--- src/design/gqt_xform.sv ---
// One matrix row times a corner plus translation, floor shift and saturate; products are registered.
module gqt_xform (
    input  logic               clk,
    input  logic               en,
    input  logic [63:0]        row,
    input  logic signed [31:0] t,
    input  logic signed [25:0] cx,
    input  logic signed [15:0] cy,
    output logic signed [31:0] res
);
    logic signed [57:0] pa_reg;
    logic signed [47:0] pb_reg;
    logic signed [31:0] t_reg;
    logic signed [61:0] sum;
    logic signed [55:0] sh;

    always_ff @(posedge clk)
    begin
        if (en)
        begin
            pa_reg <= 58'(signed'(row[31:0]) * cx);
            pb_reg <= 48'(signed'(row[63:32]) * cy);
            t_reg  <= t;
        end
    end

    always_comb
    begin
        sum = 62'(pa_reg) + 62'(pb_reg) + {{24{t_reg[31]}}, t_reg, 6'd0};
        sh  = 56'(sum >>> 6);
        if (sh > 56'sd2147483647)
            res = 32'sh7FFFFFFF;
        else if (sh < -56'sd2147483648)
            res = 32'sh80000000;
        else
            res = sh[31:0];
    end
endmodule

--- config.mk ---
export PLATFORM = sky130hd
export DESIGN_NAME = gqt_xform
export DESIGN_NICKNAME = d
export VERILOG_FILES = /design/src/design/gqt_xform.sv
export SDC_FILE = /design/constraint.sdc
export NUM_CORES = 2
export LEC_CHECK = 0
export CORE_ASPECT_RATIO = 2
export CORE_MARGIN = 5
export CORE_UTILIZATION = 36
export DETAILED_ROUTE_END_ITERATION = 16
export DONT_BUFFER_PORTS = 1
export GPL_ROUTABILITY_DRIVEN = 0
export GPL_TIMING_DRIVEN = 1
export PLACE_DENSITY = 0.57
export SYNTH_ARGS = -nofsm -noshare
export SYNTH_HDL_FRONTEND = slang
export SYNTH_SLANG_ARGS = --single-unit
export TNS_END_PERCENT = 100
--- constraint.sdc ---
create_clock -name clk -period 9 [get_ports clk]
set_input_delay 0.9 -clock clk [delete_from_list [all_inputs] [get_ports clk]]
set_output_delay 0.9 -clock clk [all_outputs]
set_load 0.03 [all_outputs]
==> qor.yml <==
min_path:
  hold_class: "in -> reg"
yosys:
  synthDominantAreaCellType: "fa_1"
  synthDistinctLibCells: 87
  synth-seq-area-share: 0.0739
  yosys.area.top_type_share: 0.497
  combined_area_of_all_synthesized_cells_mm2: 0.0561
  ys_warn_count: 0
  post_synth.cell_area_avg_um2: 9.42
  synth-async-reset-ratio: 0
  synth_common_cells: "1392 x fa_1, 1360 x inv_1, 816 x nand2_1"
  yosys-top-cells-area: "fa_1 50%, inv_1 9.1%, ha_1 7.5%"
  mappedNetlistNets: 7817
  mapped_cells: 5951
  ys.flop_type: "edfxtp_1"
  synth-edff-count: 138
  yosysMostFrequentCell: "fa_1"
  yosys_register_bits: 138
route:
  drc: 0
  drtIter0Drc: 2567
  finalWirelength_mm: 146
  wl_per_cell_um: 18.7
  vias_per_cell: 4.95
  detailroute.via_count: 38600
  final_antenna_net_count: 0
  dr.pass1.iters: 6
floorplan:
  initial_utilization: 0.361
  top_level_ports: 172
  core.rowCount: 205
  fp.coreArea_mm2: 0.155
  floorplan.die_area_mm2: 0.164
  die_y_um: 568
  die_boundary_width_um: 289
global_route:
  maximum_number_of_pins_on_one_net_before_global_route_repair: 139
  via_count_of_the_first_global_routing_pass: 42300
  grt_first_pass_wirelength_mm: 236
  initial_antenna_violation_count: 17
  total_global_route_track_usage: 0.182
  grt_remaining_overflow: 0
critical_path:
  cp_data_arrival_time_ns: 8.07
  crit_path_end_kind: "flip-flop"
  critPathRequiredTime_ns: 9.19
  criticalPathCategory: "in -> reg"
  cp_max_fo: 32
  setup.worst_path.start_class: "input port"
outcome:
  status: "complete, no violations"
sta:
  max_freq_ghz: 0.127
  timing.final.max_slew_violations: 0
  slew_headroom: 0.240
  grt_setup_unrepaired: "false"
  timing_hold_violations_final: 0
  worst_slew_pin_slew_ns: 1.14
  min_period_ns: 7.89
  setup_viol_count_final: 0
  fin_setup_tns_ns: 0
  layout_worst_path_cycle_share: 0.876
cts:
  post_cts_hold_buffer_count: 0
  cts_resized: 0
  cts_root_buffer_type: "clkbuf_16"
  htreeDepth: 4
  sink_count_of_the_clock_tree: 138
  clkSlewWorstSetupHoldPaths_ns: 0.07
  clk_path_buf_depth: 2
  tritoncts: "built"
  numCtsBuffers: 17
  postCtsSetupBuffers: 0
cells_and_area:
  largest_register_ff_count: 58
  final_nets: 7574
  post_route_cells_drive_above_1_share: 0.0231
  finalInstanceArea_mm2: 0.0582
  layout-area-overhead-vs-synth_pct: 3.88
flow_run:
  drv.max_cap_violation_count: 0
place:
  port_buffers: 0
  placedInstanceArea_mm2: 0.0576
  dp_hpwl_mm: 118
==> placed cells by master (no fill, tap or decap), types with 81 or more instances in the layout <==
cell,synthesis,routed
and2_1,554,554
xnor2_1,113,111
ha_1,334,334
inv_1,1360,1360
a21oi_1,144,144
fa_1,1392,1392
edfxtp_1,138,138
a21o_1,81,81
nand2_1,816,816
nor2_1,147,147
==> worst max-delay path: stages <==
cell	delay (ns)
and2_1	0.17
fa_1	0.53
inv_1	0.05
fa_1	0.53
inv_1	0.07
fa_1	0.50
inv_1	0.05
fa_1	0.53
inv_1	0.05
fa_1	0.35
inv_1	0.08
fa_1	0.43
fa_1	0.49
inv_1	0.04
ha_1	0.32
a21oi_1	0.23
o21ai_0	0.30
a221oi_1	0.50
o21bai_1	0.17
o211ai_1	0.37
a31oi_1	0.21
a221oi_1	0.42
o211ai_1	0.17
o211a_1	0.18
a21o_1	0.18
a21oi_1	0.16
xnor2_1	0.08
==> per-stage QoR <==
stage	hold WS, ns	setup slack [ns]	util	std cells
after global placement	0.999	0.716	0.371	7759
after global routing	0.514	0.668	0.375	7791
after detailed placement	0.999	0.703	0.371	7759
after floorplan	0.999	1.34	-	5951
after CTS	0.518	1.16	0.375	7791
final	0.542	1.11	0.375	7798
==> worst paths after layout <==
check	to	cells after the start	start	slack, ns
worst max-delay path	pa_reg[57]$_DFFE_PP_	27	cx[11]	1.11
worst min-delay path	t_reg[21]$_DFFE_PP_	0	t[21]	0.54
==> cell type report <==
cell class	instances	area [um^2]
antenna	7	17.5
clock buffer	17	425
clock inverter	15	158
fill	16000	97200
inverter	1361	5110
multi-input combinational	4178	45700
sequential	138	4140
tap	2070	2590
timing repair buffer	12	90.1
==> cell families (layout without fill, tap and decap cells) <==
logic type                 Yosys count  count (layout)  synth area share
and+or+nand+nor                   1768            1768             0.154
adders and majority gates         1726            1726             0.572
buffers and inverters             1635            1405             0.111
AOI/OAI and AO/OA                  517             517            0.0628
xor gates and xnor gates           161             161            0.0253
DFF                                138             138            0.0739
muxes                                6               6           0.00112
other                                0               7                 0
==> layer usage <==
layer / GRT usage / wire length [um]
met1: 0.234 / 57700
met2: 0.323 / 74500
met3: 0.0287 / 9520
met4: 0.0414 / 4050
met5: 0 / 107
Power is not shown: default switching activity piles up to over one toggle a cycle in this logic, so the estimate is an artifact.
