## src/design/gqt_ram.sv

```systemverilog
// Generic single-port-write, registered-read RAM.
module gqt_ram #(
    parameter int WIDTH = 8,
    parameter int DEPTH = 16
) (
    input  logic                     clk,
    input  logic                     we,
    input  logic [$clog2(DEPTH)-1:0] waddr,
    input  logic [WIDTH-1:0]         wdata,
    input  logic [$clog2(DEPTH)-1:0] raddr,
    output logic [WIDTH-1:0]         rdata
);
    logic [WIDTH-1:0] mem [DEPTH];

    always_ff @(posedge clk)
    begin
        if (we)
        begin
            mem[waddr] <= wdata;
        end
        rdata <= mem[raddr];
    end
endmodule

```

## config.mk

```make
export PLATFORM = sky130hd
export DESIGN_NAME = gqt_ram
export DESIGN_NICKNAME = d
export VERILOG_FILES = /design/src/design/gqt_ram.sv
export SDC_FILE = /design/constraint.sdc
export NUM_CORES = 1
export LEC_CHECK = 0
export ABC_AREA = 1
export ABC_CLOCK_PERIOD_IN_PS = 1600
export BUFFER_PORTS_ARGS = -buffer_cell sky130_fd_sc_hd__buf_2
export CAP_MARGIN = 25
export CORE_MARGIN = 1
export CORE_UTILIZATION = 45
export CTS_CLUSTER_DIAMETER = 100
export DETAILED_ROUTE_END_ITERATION = 8
export GPL_TIMING_DRIVEN = 0
export PLACE_DENSITY = 0.64
export SLEW_MARGIN = 20
export SYNTH_ARGS = -nofsm -noshare
export SYNTH_HDL_FRONTEND = slang
export SYNTH_SLANG_ARGS = --single-unit
```

## constraint.sdc

```tcl
create_clock -name clk -period 1.6 [get_ports clk]
set_input_delay 0.08 -clock clk [delete_from_list [all_inputs] [get_ports clk]]
set_output_delay 0.08 -clock clk [all_outputs]
set_load 0.02 [all_outputs]
```

==> metrics.txt, run 1 <==
outcome completed; clock sinks 136; fin crit share 0.722; Setup Skew 0.00638 ns; GRT Total Usage 0.227; global-route wire length before repair 20.7 mm; Ys Warns 0; Primary FF master, synth edfxtp_1; Detail Route Antenna Nets 0; number of remaining DRC errors 0; Synth area leaders edfxtp_1, nand2_1, nand3_1; biggest area consumer among synthesized cells edfxtp_1; cell with the most instances after synthesis nand2_1; Max clock buf depth 2; Finished Layout Cells 773; cell internal pwr 6870 uW; CP Data Arrival Time 1.19 ns; diode count 0; Setup Total Neg Slack 0 ns; die area 13300 um^2; Final Wtd Congestion 0.843; CP startpoint kind primary input; Fmax 866 MHz; Synth top area share 0.667; initial core utilization 0.470; share of layout cells above drive strength 1 0.124; drt via density 4.97; post-synth cell types 12; Inserted Clock Buffers 17; syn avg cell area 10.5 um^2; combinational power share 0.063; relative slew slack 0.369; slew at the pin closest to its max-slew limit 0.943 ns; Reg clk slew, reported paths 0.05 ns; crit path max fanout 8; final-report max-slew violation count 0; Post-synth ARST share 0; Pre-antenna DRT Iters 5; DRT iter0 DRCs 259; worst hold slack 0.0772 ns; Slowest-stage cell, CP nor2_1; PortBufs 22; H-tree depth 4; core area 12300 um^2; HPWL Detailed 8.80 mm; EDFF count, synth 128; final wirelength 13.6 mm; via count 3845; Sw Ratio 0.209; CP Launch Point waddr[3]; max cap viols 0; Post-Syn Instances 551; crit-path cells buf_2, nand3b_1, nor2_1; CP endpoint kind flip-flop; largest net degree at the start of global routing 17; IO Pins 26; Psw 1820 uW; Die Width 115 um; hold_buf cts 0; row count 40; CTS tree yes; vias in the first global route 3687; Post-layout nets 610; Die Span Y 115 um; Max IR drop VDD 0.748 mV; clock share of power 0.477; postcts setup bufs 0; min cycle time layout 1.15 ns; post-CTS sizing 0; RSZ-0062 raised after global routing no; clk root buf clkbuf_16; Synth top cells by count nand2_1, edfxtp_1, inv_1; Min-Delay Path Class in2reg; Seq/Total Area, Yosys 0.694; #FFs+latches synth 136; syn nets 569; Worst R2R Start mem[6][3]; critical path data required time 1.64 ns; Area Overhead vs Synth 16.5%; WL/cell 17.6 um; hold wc startpoint wdata[7]; placed cells 741; Leak Pwr 0.00291 uW; setup violators final 0; overflow left after global routing 0; biggest cell delay along the critical path 0.76 ns; R2R Setup Slk 0.58 ns; crit path kind in2reg; Hold Vio Cnt, Final 0; clock latency on the worst-skew pair 0.42 ns; power density cells 1290 nW/um^2; initial antenna violation count 0; Sequential Power Share 0.460; Mapped Area 5770 um^2
==> critical path: cells and delay by family <==
kind | cells | cell delay [ns]
buffers and inverters | 1 | 0.11
and+or+nand+nor | 2 | 1.00
==> cell families after synthesis <==
kind of cell | share of synthesized area
buffers and inverters | 0.0952
flip-flops | 0.694
AND/OR/NAND/NOR | 0.210
==> final cells by class <==
class,instances,area (um^2)
fillers,1022,5540
multi-input cells,289,1210
repair buffers,22,110
clock buffers,17,425
clock inverters,15,206
flip-flops and latches,136,4000
inverters,102,383
well taps,168,210
plain buffers,24,166
==> sequential cells by signal (all words and copies together), names as in the netlist <==
name,cells
mem,128
rdata,8
==> power groups by stage <==
| stage | Sequential, uW | Clock (uW) | Combinational, uW |
|---|---|---|---|
| 6_report | 4000 | 4150 | 544 |
| 5_1_grt | 4010 | 4320 | 588 |
| 4_1_cts | 4000 | 4190 | 541 |
| 3_5_place_dp | 4080 | 0 | 536 |
| 3_3_place_gp | 4070 | 0 | 531 |
| 2_1_floorplan | 4110 | 0 | 281 |
==> stage by stage <==
step	setup slack, ns	cell area [um^2]	total power, uW	util
2_1_floorplan	0.569	5770	4390	-
3_3_place_gp	0.0747	6090	4600	0.496
3_5_place_dp	-0.0358	6090	4610	0.496
4_1_cts	0.407	6720	8730	0.548
5_1_grt	0.366	6720	8920	0.548
6_report	0.445	6720	8690	0.548
==> cell usage in the layout (no fill, tap or decap), types with 3 or more instances in the layout <==
cell type   Yosys  routed
buf_2          13      35
buf_4           4       4
buf_6           6       6
bufinv_16       0       5
clkbuf_16       0      17
clkinv_1        0       4
clkinvlp_4      0       3
dfxtp_1         8       8
edfxtp_1      128     128
inv_1         100     100
nand2_1       173     173
nand3_1        97      97
nor2_1         17      17
==> routing by layer <==
layer / vias to the layer above / routed length [um] / global-route usage
met4: 0 / 246 / 0.0909
met2: 148 / 6240 / 0.351
li1: 1853 / - / -
met3: 19 / 944 / 0.0554
met1: 1825 / 6210 / 0.308
met5: - / 0 / 0
==> worst paths after layout <==
kind         cells after the start         to
min reg2reg                      6   rdata[1]
max reg2reg                      6   rdata[3]
min                              1  mem[7][7]
max                              3  mem[4][0]
No activity file was read; power rests on OpenSTA's default activity.
==> inputs of run 2 (changes only) <==
ABC_CLOCK_PERIOD_IN_PS = 1000   (was 1600)
PLACE_DENSITY = 0.67   (was 0.64)
clock period = 1 ns   (was 1.6 ns; I/O delays follow)
==> run 2 against run 1 <==
  * The run now ends with negative setup slack left
  * Register-to-register slack worse by 0.56 ns
  * Final cell count unchanged
  * Routed wire length increased by 2.0%
  * Clock power increased by 65%
  * Sequential power grew 60%
  * Worst setup slack lost 0.49 ns
  * Flip-flop and latch count is the same
  * Count of clock-buffer cells in the layout did not move
  * Clock skew barely moved
  * Largest cell class unchanged
==> metrics.txt, run 2 (same netlist as run 1, synthesis figures left out) <==
initial antenna violation count 0; max cap viols 0; die area 13300 um^2; relative slew slack 0.522; final-report max-slew violation count 0; clock sinks 136; PortBufs 22; most common cell after layout, fill and taps aside nand2_1; Pre-antenna DRT Iters 5; Leak Pwr 0.00299 uW; outcome complete, but fails checks; setup violators final 24; worst hold slack 0.0383 ns; placed cells 741; clock share of power 0.482; clock latency on the worst-skew pair 0.42 ns; diode count 0; core area 12300 um^2; Reg clk slew, reported paths 0.06 ns; initial core utilization 0.470; Finished Layout Cells 773; Sw Ratio 0.220; Final Instance Area 6980 um^2; largest net degree at the start of global routing 17; Setup crit end mem[10][7]; cell internal pwr 11100 uW; Setup Total Neg Slack -0.838 ns; Setup Skew 0.00672 ns; utilization after layout 0.569; CTS tree yes; Top reg by flops mem; Sequential Power Share 0.451; Max IR drop VDD 1.11 mV; crit path max fanout 8; final wirelength 13.9 mm; overflow left after global routing 0; Detail Route Antenna Nets 0; most frequent cells in the layout nand2_1, edfxtp_1, inv_1, nand3_1, nand3_2; Final Wtd Congestion 0.851; Reg2Reg Depth 6; slew at the pin closest to its max-slew limit 0.715 ns; Post-layout nets 610; failing checks negative setup slack; Fmax 961 MHz; CP endpoint kind flip-flop; CP Data Arrival Time 1.09 ns; number of remaining DRC errors 0; GRT Total Usage 0.225; vias in the first global route 3697; H-tree depth 4; critical path data required time 1.05 ns; HPWL Detailed 8.96 mm; Fillers 1021; Final WS setup -0.0407 ns; Die Width 115 um; IO Pins 26; fin crit share 1.04; power density cells 2030 nW/um^2; Die Span Y 115 um; hold_buf cts 0; WL/cell 18.0 um; CP startpoint kind primary input; register area 4000 um^2; drt via density 5.11; combinational power share 0.067; area of the multi-input gates 1450 um^2; RSZ-0062 raised after global routing yes; row count 40; Max clock buf depth 2; placed cell areas 6090 um^2; clk root buf clkbuf_16; min cycle time layout 1.04 ns; Area Overhead vs Synth 21.0%; Hold Vio Cnt, Final 0; Inserted Clock Buffers 17; R2R Setup Slk 0.02 ns; DRT iter0 DRCs 386; via count 3949; CP Launch Point waddr[2]; Min-Delay Path Class in2reg; hold wc startpoint wdata[2]; Worst R2R Start mem[10][7]; Reg-to-Reg End rdata[7]; crit path kind in2reg; Psw 3120 uW; Top Registers mem (128), rdata (8); max FFs per register 128; global-route wire length before repair 20.9 mm; share of layout cells above drive strength 1 0.230
run 2: worst max-delay path, cell delays in order:
cell and delay (ns):
buf_2 0.12, nand3b_1 0.29, nor2_1 0.62
run 2: area by class of cell:
class                           instances  share of cell area
Sequential cell                       136               0.574
Timing Repair Buffer                   22              0.0158
Buffer                                 24              0.0238
Clock buffer                           17              0.0610
Clock inverter                         15              0.0323
Tap cell                              168              0.0301
Inverter                              102              0.0549
Multi-Input combinational cell        289               0.208
run 2: per-stage QoR:
step	total power (uW)	worst slack, ns
finish	14200	-0.0407
global route	14500	-0.117
CTS	14100	-0.0368
detailed placement	7380	-0.483
global placement	7360	-0.449
floorplan	7020	-0.000845
run 2: power groups by stage:
stage	Combinational [uW]	Clock (uW)	Sequential, uW
5_1_grt	1030	7080	6410
2_1_floorplan	450	0	6570
4_1_cts	869	6860	6410
3_3_place_gp	842	0	6520
3_5_place_dp	858	0	6520
6_report	955	6840	6400
run 2: worst min-delay path by stage:
stage,end,slack [ns],cells past startpoint
after floorplan,mem[0][0],0.15,0
after global placement,rdata[2],0.47,1
after detailed placement,rdata[2],0.47,1
after CTS,rdata[5],0.03,4
after global routing,mem[7][2],0.05,1
final,mem[7][2],0.04,1
run 2: repair_timing:
action                                  CTS  global route
resized for setup                         4            56
setup buffers                             0             0
endpoints found under the setup margin   50           112
pin swaps                                 1            10
run 2: layer usage:
| layer | vias up | global-route usage | wire length (um) | part of all wire |
|---|---|---|---|---|
| met3 | 24 | 0.0485 | 1040 | 0.075 |
| li1 | 1858 | - | - | - |
| met2 | 158 | 0.347 | 6550 | 0.47 |
| met1 | 1909 | 0.310 | 6030 | 0.43 |
| met4 | 0 | 0.0900 | 297 | 0.021 |
| met5 | - | 0 | 0 | 0 |
==> inputs of run 3 (changes only) <==
PLACE_DENSITY = 0.65   (was 0.67)
==> run 3 against run 2 <==
  * The flow now finishes without violations
  * Clock power decreased by 7.7%
  * First-iteration DRC count decreased by 18%
  * Critical endpoint is now mem[1][0]
  * Sequential power about the same
  * Routed wire length decreased by 0.63%
  * Global-route usage increased by 0.78 points
  * Register-to-register slack about the same
  * Final cell count unchanged
  * Highest routed layer unchanged
  * Maximum frequency increased by 4.5%
==> metrics.txt, run 3 (same netlist as run 1, synthesis figures left out) <==
hold_buf cts 0; RSZ-0062 raised after global routing yes; Top reg by flops mem; max FFs per register 128; WL/cell 17.9 um; HPWL Detailed 8.97 mm; largest net degree at the start of global routing 17; Final WS setup 0.00402 ns; met2 WL post-DR 6.19 mm; row count 40; Fmax 1000 MHz; final wirelength 13.8 mm; Die Width 115 um; CTS tree yes; Setup Total Neg Slack 0 ns; core area 12300 um^2; Crit path max-delay family simple AND/OR/NAND/NOR gates; max cap viols 0; Slowest-stage cell, CP nor2_1; critical path data required time 1.05 ns; Min-Delay Path Class in2reg; crit path max fanout 8; Top Registers mem (128), rdata (8); CP Data Arrival Time 1.05 ns; CP startpoint kind primary input; most common cell after layout, fill and taps aside nand2_1; Detail Route Antenna Nets 0; crit path buf inv count 1; Max IR drop VDD 1.30 mV; setup violators final 0; Reg clk slew, reported paths 0.06 ns; outcome completed; PortBufs 22; initial core utilization 0.470; H-tree depth 4; Post-layout nets 610; IO Pins 26; clk root buf clkbuf_16; clock sinks 136; die area 13300 um^2; Inserted Clock Buffers 17; biggest cell delay along the critical path 0.64 ns; DRT iter0 DRCs 316; Area Overhead vs Synth 20.7%; Setup Skew 0.00715 ns; Most common cell on crit path nor2_1; global-route wire length before repair 21.1 mm; vias in the first global route 3678; power density cells 1970 nW/um^2; drt via density 4.99; Pre-antenna DRT Iters 5; Die Span Y 115 um; top layer in use met4; fin crit share 0.996; slew at the pin closest to its max-slew limit 0.857 ns; clock latency on the worst-skew pair 0.42 ns; initial antenna violation count 0; min cycle time layout 0.996 ns; crit-path cells buf_2, nor2_1, nand2_1, nor2_1; share of layout cells above drive strength 1 0.240; Hold Vio Cnt, Final 0; metal3 WL 1.15 mm; Leak Pwr 0.00298 uW; dpl ws -0.568 ns; most frequent cells in the layout nand2_1, edfxtp_1, inv_1, nand3_1, nand3_2; Max clock buf depth 2; wl on met1 6.14 mm; Final Wtd Congestion 0.914; relative slew slack 0.427; GRT Total Usage 0.232; via count 3857; Finished Layout Cells 773; placed cells 741; diode count 0; number of remaining DRC errors 0; final-report max-slew violation count 0; overflow left after global routing 0; CP endpoint kind flip-flop; crit path kind in2reg
==> run 3: per-stage QoR <==
step / util / total power (uW) / instance area (um^2) / hold slack (ns)
after floorplan: - / 7020 / 5770 / 0.149
after global placement: 0.496 / 7370 / 6090 / 0.465
after detailed placement: 0.496 / 7380 / 6090 / 0.465
after CTS: 0.548 / 13600 / 6720 / 0.0281
after global routing: 0.568 / 14100 / 6960 / 0.0604
final: 0.568 / 13700 / 6960 / 0.0384
==> run 3: area by class of cell <==
cell class | instances | area, um^2
Inverter | 102 | 383
Clock inverter | 15 | 178
Fill cell | 1019 | 5300
Clock buffer | 17 | 425
Buffer | 24 | 166
Multi-Input combinational cell | 289 | 1480
Timing Repair Buffer | 22 | 113
Tap cell | 168 | 210
Sequential cell | 136 | 4000
==> run 3: path summary, 6_finish.rpt <==
kind | start | slack (ns) | cells after the start | to
max | waddr[2] | 0.004 | 4 | mem[1][0]
min | wdata[7] | 0.04 | 1 | mem[6][7]
max reg2reg | mem[4][7] | 0.02 | 6 | rdata[7]
min reg2reg | mem[2][2] | 0.70 | 6 | rdata[2]
==> run 3: metal layers <==
layer	vias to the layer above	track usage
met2	166	0.327
met1	1806	0.338
li1	1858	-
met4	0	0.116
met3	27	0.0538
met5	-	0
==> run 3: report_power, final <==
| group | leakage [uW] | switching, uW | total (uW) | internal (uW) |
|---|---|---|---|---|
| Sequential | 0.00122 | 31.4 | 6400 | 6370 |
| Clock | 0.000282 | 2400 | 6310 | 3920 |
| Combinational | 0.00148 | 684 | 965 | 281 |
| Total | 0.00298 | 3110 | 13700 | 10600 |
==> run 3: timing repair <==
item	4_1_cts	5_1_grt
buffers inserted	0	0
gates resized for setup	8	59
gates cloned	0	0
pin swaps	1	21
setup endpoints to repair	36	105
